File: src/design/light_event_scheduler_unit_macros.svh
// Assertion macros shared by the light event scheduler RTL.
`ifndef LIGHT_EVENT_SCHEDULER_UNIT_MACROS_SVH
`define LIGHT_EVENT_SCHEDULER_UNIT_MACROS_SVH

// Same-cycle implication, disabled while reset is asserted.
`define LESU_ASSERT_NOW(label, clk, rst_n, ante, cons) \
    label: assert property (@(posedge clk) disable iff (!(rst_n)) (ante) |-> (cons)) \
        else $error("lesu assertion failed");

// Next-cycle implication, disabled while reset is asserted.
`define LESU_ASSERT_NEXT(label, clk, rst_n, ante, cons) \
    label: assert property (@(posedge clk) disable iff (!(rst_n)) (ante) |=> (cons)) \
        else $error("lesu assertion failed");

`endif

File: src/design/lesu_pkg.sv
`timescale 1ns / 1ps
// ----------------------------------------------------------------------------
// lesu_pkg
// Types, constants and helpers shared by the light event scheduler.
// ----------------------------------------------------------------------------
package lesu_pkg;

    localparam int LESU_MAX_EVENTS = 32;

    localparam int LIGHT_W  = 8;
    localparam int DAY_W    = 4;
    localparam int MINUTE_W = 11;

    localparam logic ACT_SCHEDULE = 1'b0;
    localparam logic ACT_TICK     = 1'b1;

    localparam logic [DAY_W-1:0] DAY_SUNDAY   = 4'd0;
    localparam logic [DAY_W-1:0] DAY_SATURDAY = 4'd6;
    localparam logic [DAY_W-1:0] DAY_WEEKEND  = 4'd7;
    localparam logic [DAY_W-1:0] DAY_EVERY    = 4'd8;

    typedef struct packed {
        logic [LIGHT_W-1:0]  light;
        logic [MINUTE_W-1:0] minute;
        logic [DAY_W-1:0]    day;
        logic                on;
    } t_entry;

    typedef struct packed {
        logic shift;
        logic wr_en;
    } t_chain_ctl;

    function automatic logic day_match(input logic [DAY_W-1:0] today,
                                       input logic [DAY_W-1:0] sel);
        logic m;
        if (sel == DAY_EVERY) begin
            m = 1'b1;
        end else if (sel == DAY_WEEKEND) begin
            m = (today == DAY_SATURDAY) || (today == DAY_SUNDAY);
        end else begin
            m = (today == sel);
        end
        return m;
    endfunction

endpackage

File: src/design/lesu_if.sv
`timescale 1ns / 1ps
// ----------------------------------------------------------------------------
// lesu_in_if / lesu_out_if
// Valid/ready channels for scheduler requests and light commands.
// ----------------------------------------------------------------------------
interface lesu_in_if;
    logic                          valid;
    logic                          ready;
    logic                          action;
    logic [lesu_pkg::LIGHT_W-1:0]  lamp_id;
    logic [lesu_pkg::DAY_W-1:0]    day;
    logic [lesu_pkg::MINUTE_W-1:0] minute;
    logic                          turn_on;

    modport source (output valid, action, lamp_id, day, minute, turn_on, input ready);
    modport sink   (input valid, action, lamp_id, day, minute, turn_on, output ready);
endinterface

interface lesu_out_if;
    logic                         valid;
    logic                         ready;
    logic [lesu_pkg::LIGHT_W-1:0] out_lamp_id;
    logic                         switch_on;
    logic                         last;

    modport source (output valid, out_lamp_id, switch_on, last, input ready);
    modport sink   (input valid, out_lamp_id, switch_on, last, output ready);
endinterface

File: src/design/lesu_cell.sv
`timescale 1ns / 1ps
// ----------------------------------------------------------------------------
// lesu_cell
// One event slot: loads a new event or takes its neighbor's event on shift.
// ----------------------------------------------------------------------------
module lesu_cell (
    input  logic             i_clk,
    input  logic             i_load,
    input  logic             i_shift,
    input  lesu_pkg::t_entry i_load_data,
    input  lesu_pkg::t_entry i_next,
    output lesu_pkg::t_entry o_entry
);
    import lesu_pkg::*;

    t_entry r_entry;
    t_entry n_entry;

    always_comb begin
        n_entry = r_entry;
        if (i_load) begin
            n_entry = i_load_data;
        end else if (i_shift) begin
            n_entry = i_next;
        end
    end

    always_ff @(posedge i_clk) begin
        r_entry <= n_entry;
    end

    assign o_entry = r_entry;

endmodule

File: src/design/lesu_chain.sv
`timescale 1ns / 1ps
// ----------------------------------------------------------------------------
// lesu_chain
// Ring of event cells; a shift rotates every event one slot toward the head.
// ----------------------------------------------------------------------------
module lesu_chain #(
    parameter  int MAX_EVENTS = lesu_pkg::LESU_MAX_EVENTS,
    localparam int CNT_W      = $clog2(MAX_EVENTS + 1)
) (
    input  logic                 i_clk,
    input  lesu_pkg::t_chain_ctl i_ctl,
    input  logic [CNT_W-1:0]     i_wr_idx,
    input  lesu_pkg::t_entry     i_wr_data,
    output lesu_pkg::t_entry     o_head
);
    import lesu_pkg::*;

    t_entry w_entry [MAX_EVENTS];

    for (genvar g = 0; g < MAX_EVENTS; g++) begin : g_cell
        lesu_cell u_cell (
            .i_clk       (i_clk),
            .i_load      (i_ctl.wr_en && (i_wr_idx == CNT_W'(g))),
            .i_shift     (i_ctl.shift),
            .i_load_data (i_wr_data),
            .i_next      (w_entry[(g + 1) % MAX_EVENTS]),
            .o_entry     (w_entry[g])
        );
    end

    assign o_head = w_entry[0];

endmodule

File: src/design/light_event_scheduler_unit.sv
`timescale 1ns / 1ps
// ----------------------------------------------------------------------------
// light_event_scheduler_unit
// Table of scheduled light events, scanned on each tick request.
// ----------------------------------------------------------------------------
//   i_in carries one request per transaction. action = schedule appends an
//   event (lamp, minute, day selector, on/off); it is dropped when the table
//   already holds MAX_EVENTS events. action = tick carries today's weekday
//   and minute; o_out then delivers, in scheduling order, one command per
//   due event, with last set on the final one, or nothing if none is due.
//   Flow: schedules are accepted one per cycle while idle. After a tick
//   i_in.ready stays low while the ring rotates one slot per cycle, when not
//   stalled, past the compare at its head cell; the scan state then ends and
//   the flush state releases the final command, if any, before a new request
//   is taken. A stall on o_out holds the ring when a due event finds both the
//   pending slot and the output register full, and holds the final release.
//   Reset empties the table and drops any command in flight; the event
//   storage itself is not cleared.
// ----------------------------------------------------------------------------
`include "light_event_scheduler_unit_macros.svh"

module light_event_scheduler_unit #(
    parameter int MAX_EVENTS = lesu_pkg::LESU_MAX_EVENTS
) (
    input  logic              i_clk,
    input  logic              i_rst_n,
    lesu_in_if.sink           i_in,
    lesu_out_if.source        o_out
);
    import lesu_pkg::*;

    localparam int CNT_W = $clog2(MAX_EVENTS + 1);

    typedef enum logic [2:0] {
        ST_IDLE  = 3'b001,
        ST_SCAN  = 3'b010,
        ST_FLUSH = 3'b100
    } t_state;

    t_state              r_state,      n_state;
    logic [CNT_W-1:0]    r_count,      n_count;
    logic [CNT_W-1:0]    r_step,       n_step;
    logic [DAY_W-1:0]    r_day,        n_day;
    logic [MINUTE_W-1:0] r_minute,     n_minute;
    logic                r_pend_valid, n_pend_valid;
    logic [LIGHT_W-1:0]  r_pend_light, n_pend_light;
    logic                r_pend_on,    n_pend_on;
    logic                r_out_valid,  n_out_valid;
    logic [LIGHT_W-1:0]  r_out_light,  n_out_light;
    logic                r_out_on,     n_out_on;
    logic                r_out_last,   n_out_last;

    t_chain_ctl w_ctl;
    t_entry     w_wr_data;
    t_entry     w_head;
    logic       w_accept;
    logic       w_hit;
    logic       w_out_free;
    logic       w_push;

    assign i_in.ready = (r_state == ST_IDLE);
    assign w_accept   = i_in.valid && i_in.ready;
    assign w_out_free = !r_out_valid || o_out.ready;

    assign w_hit = (r_step < r_count) && (w_head.minute == r_minute)
                   && day_match(r_day, w_head.day);

    assign w_wr_data.light  = i_in.lamp_id;
    assign w_wr_data.minute = i_in.minute;
    assign w_wr_data.day    = i_in.day;
    assign w_wr_data.on     = i_in.turn_on;

    lesu_chain #(
        .MAX_EVENTS (MAX_EVENTS)
    ) u_chain (
        .i_clk     (i_clk),
        .i_ctl     (w_ctl),
        .i_wr_idx  (r_count),
        .i_wr_data (w_wr_data),
        .o_head    (w_head)
    );

    always_comb begin
        n_state      = r_state;
        n_count      = r_count;
        n_step       = r_step;
        n_day        = r_day;
        n_minute     = r_minute;
        n_pend_valid = r_pend_valid;
        n_pend_light = r_pend_light;
        n_pend_on    = r_pend_on;
        n_out_light  = r_out_light;
        n_out_on     = r_out_on;
        n_out_last   = r_out_last;
        w_ctl        = '0;
        w_push       = 1'b0;

        case (r_state)
            ST_IDLE: begin
                if (w_accept) begin
                    if (i_in.action == ACT_SCHEDULE) begin
                        if (r_count < CNT_W'(MAX_EVENTS)) begin
                            w_ctl.wr_en = 1'b1;
                            n_count     = r_count + 1'b1;
                        end
                    end else begin
                        n_day    = i_in.day;
                        n_minute = i_in.minute;
                        n_step   = '0;
                        n_state  = ST_SCAN;
                    end
                end
            end
            ST_SCAN: begin
                if (r_step == CNT_W'(MAX_EVENTS)) begin
                    n_state = ST_FLUSH;
                end else if (!(w_hit && r_pend_valid) || w_out_free) begin
                    w_ctl.shift = 1'b1;
                    n_step      = r_step + 1'b1;
                    if (w_hit) begin
                        if (r_pend_valid) begin
                            w_push      = 1'b1;
                            n_out_light = r_pend_light;
                            n_out_on    = r_pend_on;
                            n_out_last  = 1'b0;
                        end
                        n_pend_valid = 1'b1;
                        n_pend_light = w_head.light;
                        n_pend_on    = w_head.on;
                    end
                end
            end
            ST_FLUSH: begin
                if (!r_pend_valid) begin
                    n_state = ST_IDLE;
                end else if (w_out_free) begin
                    w_push       = 1'b1;
                    n_out_light  = r_pend_light;
                    n_out_on     = r_pend_on;
                    n_out_last   = 1'b1;
                    n_pend_valid = 1'b0;
                    n_state      = ST_IDLE;
                end
            end
            default: begin
                n_state = ST_IDLE;
            end
        endcase

        n_out_valid = w_push || (r_out_valid && !o_out.ready);
    end

    always_ff @(posedge i_clk) begin
        if (!i_rst_n) begin
            r_state      <= ST_IDLE;
            r_count      <= '0;
            r_step       <= '0;
            r_pend_valid <= 1'b0;
            r_out_valid  <= 1'b0;
        end else begin
            r_state      <= n_state;
            r_count      <= n_count;
            r_step       <= n_step;
            r_pend_valid <= n_pend_valid;
            r_out_valid  <= n_out_valid;
        end
    end

    always_ff @(posedge i_clk) begin
        r_day        <= n_day;
        r_minute     <= n_minute;
        r_pend_light <= n_pend_light;
        r_pend_on    <= n_pend_on;
        r_out_light  <= n_out_light;
        r_out_on     <= n_out_on;
        r_out_last   <= n_out_last;
    end

    assign o_out.valid       = r_out_valid;
    assign o_out.out_lamp_id = r_out_light;
    assign o_out.switch_on   = r_out_on;
    assign o_out.last        = r_out_last;

    `LESU_ASSERT_NOW(a_count_bound, i_clk, i_rst_n, 1'b1, r_count <= CNT_W'(MAX_EVENTS))
    `LESU_ASSERT_NOW(a_push_free, i_clk, i_rst_n, w_push, w_out_free)
    `LESU_ASSERT_NOW(a_idle_no_pend, i_clk, i_rst_n, r_state == ST_IDLE, !r_pend_valid)
    `LESU_ASSERT_NEXT(a_scan_end, i_clk, i_rst_n,
        (r_state == ST_SCAN) && (r_step == CNT_W'(MAX_EVENTS)), r_state == ST_FLUSH)

endmodule

File: src/flat_wrapper.sv
// flat-port wrapper written by rule: the top's interface ports become plain ports
module light_event_scheduler_unit_flat import lesu_pkg::*;
#(
    parameter int MAX_EVENTS = lesu_pkg::LESU_MAX_EVENTS
)
  (i_clk, i_rst_n, i_in_valid, i_in_action, i_in_lamp_id, i_in_day, i_in_minute, i_in_turn_on, i_in_ready, o_out_valid, o_out_out_lamp_id, o_out_switch_on, o_out_last, o_out_ready);
  lesu_in_if i_in_i ();
  lesu_out_if o_out_i ();
  input  logic i_clk;
  input  logic i_rst_n;
  input wire logic [$bits(i_in_i.valid)-1:0] i_in_valid;
  input wire logic [$bits(i_in_i.action)-1:0] i_in_action;
  input wire logic [$bits(i_in_i.lamp_id)-1:0] i_in_lamp_id;
  input wire logic [$bits(i_in_i.day)-1:0] i_in_day;
  input wire logic [$bits(i_in_i.minute)-1:0] i_in_minute;
  input wire logic [$bits(i_in_i.turn_on)-1:0] i_in_turn_on;
  output wire logic [$bits(i_in_i.ready)-1:0] i_in_ready;
  output wire logic [$bits(o_out_i.valid)-1:0] o_out_valid;
  output wire logic [$bits(o_out_i.out_lamp_id)-1:0] o_out_out_lamp_id;
  output wire logic [$bits(o_out_i.switch_on)-1:0] o_out_switch_on;
  output wire logic [$bits(o_out_i.last)-1:0] o_out_last;
  input wire logic [$bits(o_out_i.ready)-1:0] o_out_ready;
  assign i_in_i.valid = i_in_valid;
  assign i_in_i.action = i_in_action;
  assign i_in_i.lamp_id = i_in_lamp_id;
  assign i_in_i.day = i_in_day;
  assign i_in_i.minute = i_in_minute;
  assign i_in_i.turn_on = i_in_turn_on;
  assign i_in_ready = i_in_i.ready;
  assign o_out_valid = o_out_i.valid;
  assign o_out_out_lamp_id = o_out_i.out_lamp_id;
  assign o_out_switch_on = o_out_i.switch_on;
  assign o_out_last = o_out_i.last;
  assign o_out_i.ready = o_out_ready;
  light_event_scheduler_unit #(.MAX_EVENTS(MAX_EVENTS)) u_core (.i_clk(i_clk), .i_rst_n(i_rst_n), .i_in(i_in_i), .o_out(o_out_i));
endmodule
File: config.mk
export PLATFORM = sky130hd
export DESIGN_NAME = light_event_scheduler_unit_flat
export DESIGN_NICKNAME = d
export VERILOG_FILES = /design/src/design/lesu_pkg.sv /design/src/design/lesu_if.sv /design/src/design/lesu_cell.sv /design/src/design/lesu_chain.sv /design/src/design/light_event_scheduler_unit.sv /design/src/flat_wrapper.sv
export VERILOG_INCLUDE_DIRS = /design/src /design/src/design
export SDC_FILE = /design/constraint.sdc
export NUM_CORES = 1
export LEC_CHECK = 0
export ABC_AREA = 1
export BUFFER_PORTS_ARGS = -buffer_cell sky130_fd_sc_hd__buf_2
export CAP_MARGIN = 15
export CORE_MARGIN = 4
export CORE_UTILIZATION = 35
export CTS_CLUSTER_DIAMETER = 50
export DETAILED_ROUTE_END_ITERATION = 10
export GPL_ROUTABILITY_DRIVEN = 1
export PLACE_DENSITY = 0.54
export SYNTH_ARGS = -nofsm -noshare
export SYNTH_HDL_FRONTEND = slang
export SYNTH_HIERARCHICAL = 1
export SYNTH_SLANG_ARGS = --single-unit
File: constraint.sdc
create_clock -name i_clk -period 2.6 [get_ports i_clk]
set_clock_uncertainty 0.05 [all_clocks]
set_input_delay 0.26 -clock i_clk [delete_from_list [all_inputs] [get_ports i_clk]]
set_output_delay 0.26 -clock i_clk [all_outputs]
set_load 0.02 [all_outputs]
==> results.yml <==
outcome:
  status: "finished clean"
clocking:
  cts_root_buf: "clkbuf_16"
  cts_tree: "yes"
  cts_max_level: 3
  cts_buffers: 98
  cts_sinks: 819
  insertion_delay_ns: 0.66
  path_clk_slew_ns: 0.06
  clk_path_buf_depth: 3
drt:
  ant_nets: 0
  drc: 0
  vias: 24000
  avgRoutedWirePerCell_um: 17.1
  via_per_inst: 4.59
  routed_wl_mm: 89.5
  drtIter0Drc: 1826
  drt_pass1_iterations: 7
hold_path:
  hp-class: "input port to register"
  worstHoldStart: "i_in_day[2]"
setup_path:
  r2r_cells: 13
  endpoint: "u_core/u_chain/g_cell[22].u_cell/o_entry[19]$_DFFE_PP_"
  path_depth: 13
  crit_buf_inv: 5
  critPathTopFamily: "simple AND/OR/NAND/NOR gates"
  worst-endpoint-required_ns: 2.96
  arrival_ns: 2.81
  crit_top_cell: "inv_1"
  worstPathCellList: "inv_1, ha_1, nand2_1, inv_1, o21bai_1, nand3_1, nor2_2, nand4_2, nand2_4, inv_1, buf_12, or2_2, buf_12"
  cp-end-kind: "register"
  worst-path-max-fanout: 32
  crit_path_top_delay_cell: "or2_2"
  r2r_slack_ns: 0.15
  worstReg2RegEnd: "u_core/u_chain/g_cell[22].u_cell/o_entry[19]$_DFFE_PP_"
  crit_path_start_kind: "register"
  crit_start: "u_core/r_count[3]$_SDFFE_PN0P_"
  worstSetupPathType: "register to register"
  r2r-start: "u_core/r_count[3]$_SDFFE_PN0P_"
  slowest_delay_ns: 0.34
run:
  drv_cap: 0
power:
  p_int_mw: 23.1
  p_switching_mw: 6.29
  clockPowerShare_pct: 46.3
  p_comb_share_pct: 3.7
  power_density_nw_per_um2: 686
  seq_power_share_pct: 50.1
  leakagePower_nw: 17.5
  ir_worst_vdd_mv: 0.513
  netSwitchingFraction_pct: 21.4
  power_mw: 29.3
global_routing:
  grt_pass1_vias: 23700
  grt_start_max_net_pins: 34
  grtUsageTotal_pct: 16.1
  antenna_found_initial: 2
  grt_pass1_wl_mm: 140
  gr-total-overflow: 0
finish:
  antenna_cells: 0
  fillCellCount: 10100
  syn2layout_area_growth_pct: 14.6
  fin_nets: 3789
  drive_gt1_share_pct: 17.4
floorplanning:
  coreArea_um2: 106000
  die_x_um: 335
  num_rows: 119
  ios: 41
  dieArea_um2: 112000
  initial_core_util_pct: 35.4
  die_y_um: 335
logic_synthesis:
  synthTopCellsByArea: "edfxtp_1 64%, nand2_1 22%, nand2_2 3.8%, buf_6 3.0%, buf_8 1.3%"
  avgSynthCellArea_um2: 10.3
  ys_types: 32
  synth_edf_count: 802
  synth_common_cells: "2162 x nand2_1, 802 x edfxtp_1, 225 x nand2_2"
  synth.top_cell.area_share_pct: 64.5
  ys_seq_area_share_pct: 65.4
  synth_top_area_cell: "edfxtp_1"
  synth_most_common_cell: "nand2_1"
  ys.flop_type: "edfxtp_1"
  synthArstFlopShare_pct: 0
  netlist_area_um2: 37300
  syn-instance-count: 3628
  synth-seq-cells: 819
  synth_warnings: 6
  synth_fp_nets: 3665
timing:
  timing.hold.ws_ns: 0.0631
  setup-tns-final_ns: 0
  max_freq_ghz: 0.408
  finalCriticalPeriod_ns: 2.45
  timing.final.crit_share_pct: 94.3
  setup_viol: 0
  rsz0062_at_grt: "true"
  tightest_slew_ns: 0.777
  max_slew_margin_pct: 48.2
  finalHoldViolCount: 0
  slew_violations: 0
placement:
  post-dp-hpwl_mm: 59.8
  portBuffers: 40
  gp_congestion: 0.810
## what timing repair did
item / CTS / global route
buffers inserted: 0 / 1
endpoints found under the setup margin: 0 / 593
endpoints found under the hold margin: 21 / 0
hold buffers: 7 / 0
gates resized for setup: 0 / 3
## registers in the layout, indices dropped and copies added, names as in the netlist
register,count
u_core/u_chain/g_cell.u_cell/o_entry,768
u_core/r_count,6
u_core/r_pend_on,1
u_core/r_pend_valid,1
u_core/r_day,4
u_core/r_state,3
u_core/o_out.out_lamp_id,8
u_core/r_step,6
u_core/o_out.valid,1
u_core/o_out.last,1
u_core/r_pend_light,8
u_core/r_minute,11
u_core/o_out.switch_on,1
## layout make-up
class	count	area, um2	area share [%]
Multi-Input combinational cell	2557	10600	24.8
Inverter	89	574	1.34
Clock buffer	120	2580	6.02
Sequential cell	819	24400	57.1
Tap cell	1391	1740	4.07
Timing Repair Buffer	187	2260	5.28
Clock inverter	60	633	1.48
## layout by cell type (no fill, tap or decap), drive strengths merged, types with 11 or more instances in the layout
| cell | instances |
|---|---|
| edfxtp | 802 |
| or2 | 35 |
| clkinv | 35 |
| clkbuf | 120 |
| dfxtp | 17 |
| nor2 | 72 |
| inv | 97 |
| buf | 180 |
| nand3 | 14 |
| bufinv | 11 |
| nand2 | 2389 |
## metal layers
metal	up-vias	GRT usage (%)	wire, um
met5	-	0	0
met4	0	4.71	2410
met3	164	3.40	5350
met2	624	25.8	41300
met1	11300	22.1	40400
li1	11900	-	-
## kinds of logic (layout without fill, tap and decap cells)
family / Yosys count / count (layout) / synth area share (%)
xor+xnor: 4 / 4 / 0.0938
buf+inv: 252 / 456 / 6.46
simple gates: 2523 / 2523 / 27.4
flops: 819 / 819 / 65.4
compound gates: 22 / 22 / 0.335
fa+ha+maj: 8 / 8 / 0.268
## power groups by stage
stage               sequential (mW)  combinational [mW]  clock [mW]
floorplan                      14.9               0.409           0
global placement               15.0                1.08           0
CTS                            14.7                1.10        13.9
global route                   14.7                1.19        14.6
detailed placement             15.0                1.09           0
finish                         14.7                1.08        13.6
## how the worst min path moves through the flow
stage,cells after the start,end
final,2,u_core/r_day[2]$_DFFE_PP_
after global routing,2,u_core/r_day[2]$_DFFE_PP_
after CTS,2,u_core/r_minute[3]$_DFFE_PP_
after detailed placement,0,u_core/o_out.switch_on$_DFFE_PP_
after global placement,0,u_core/o_out.switch_on$_DFFE_PP_
after floorplan,0,u_core/r_day[0]$_DFFE_PP_
## stage by stage
stage	utilization (%)	worst slack [ns]	instances	cell area [um2]
floorplan	-	0.165	3628	37300
global placement	37.4	0.0872	5035	39500
detailed placement	37.4	0.0761	5035	39500
CTS	40.5	0.0383	5222	42800
global route	40.5	-0.0181	5223	42800
finish	40.5	0.149	5223	42800
Power figures use the tool's default switching activity.
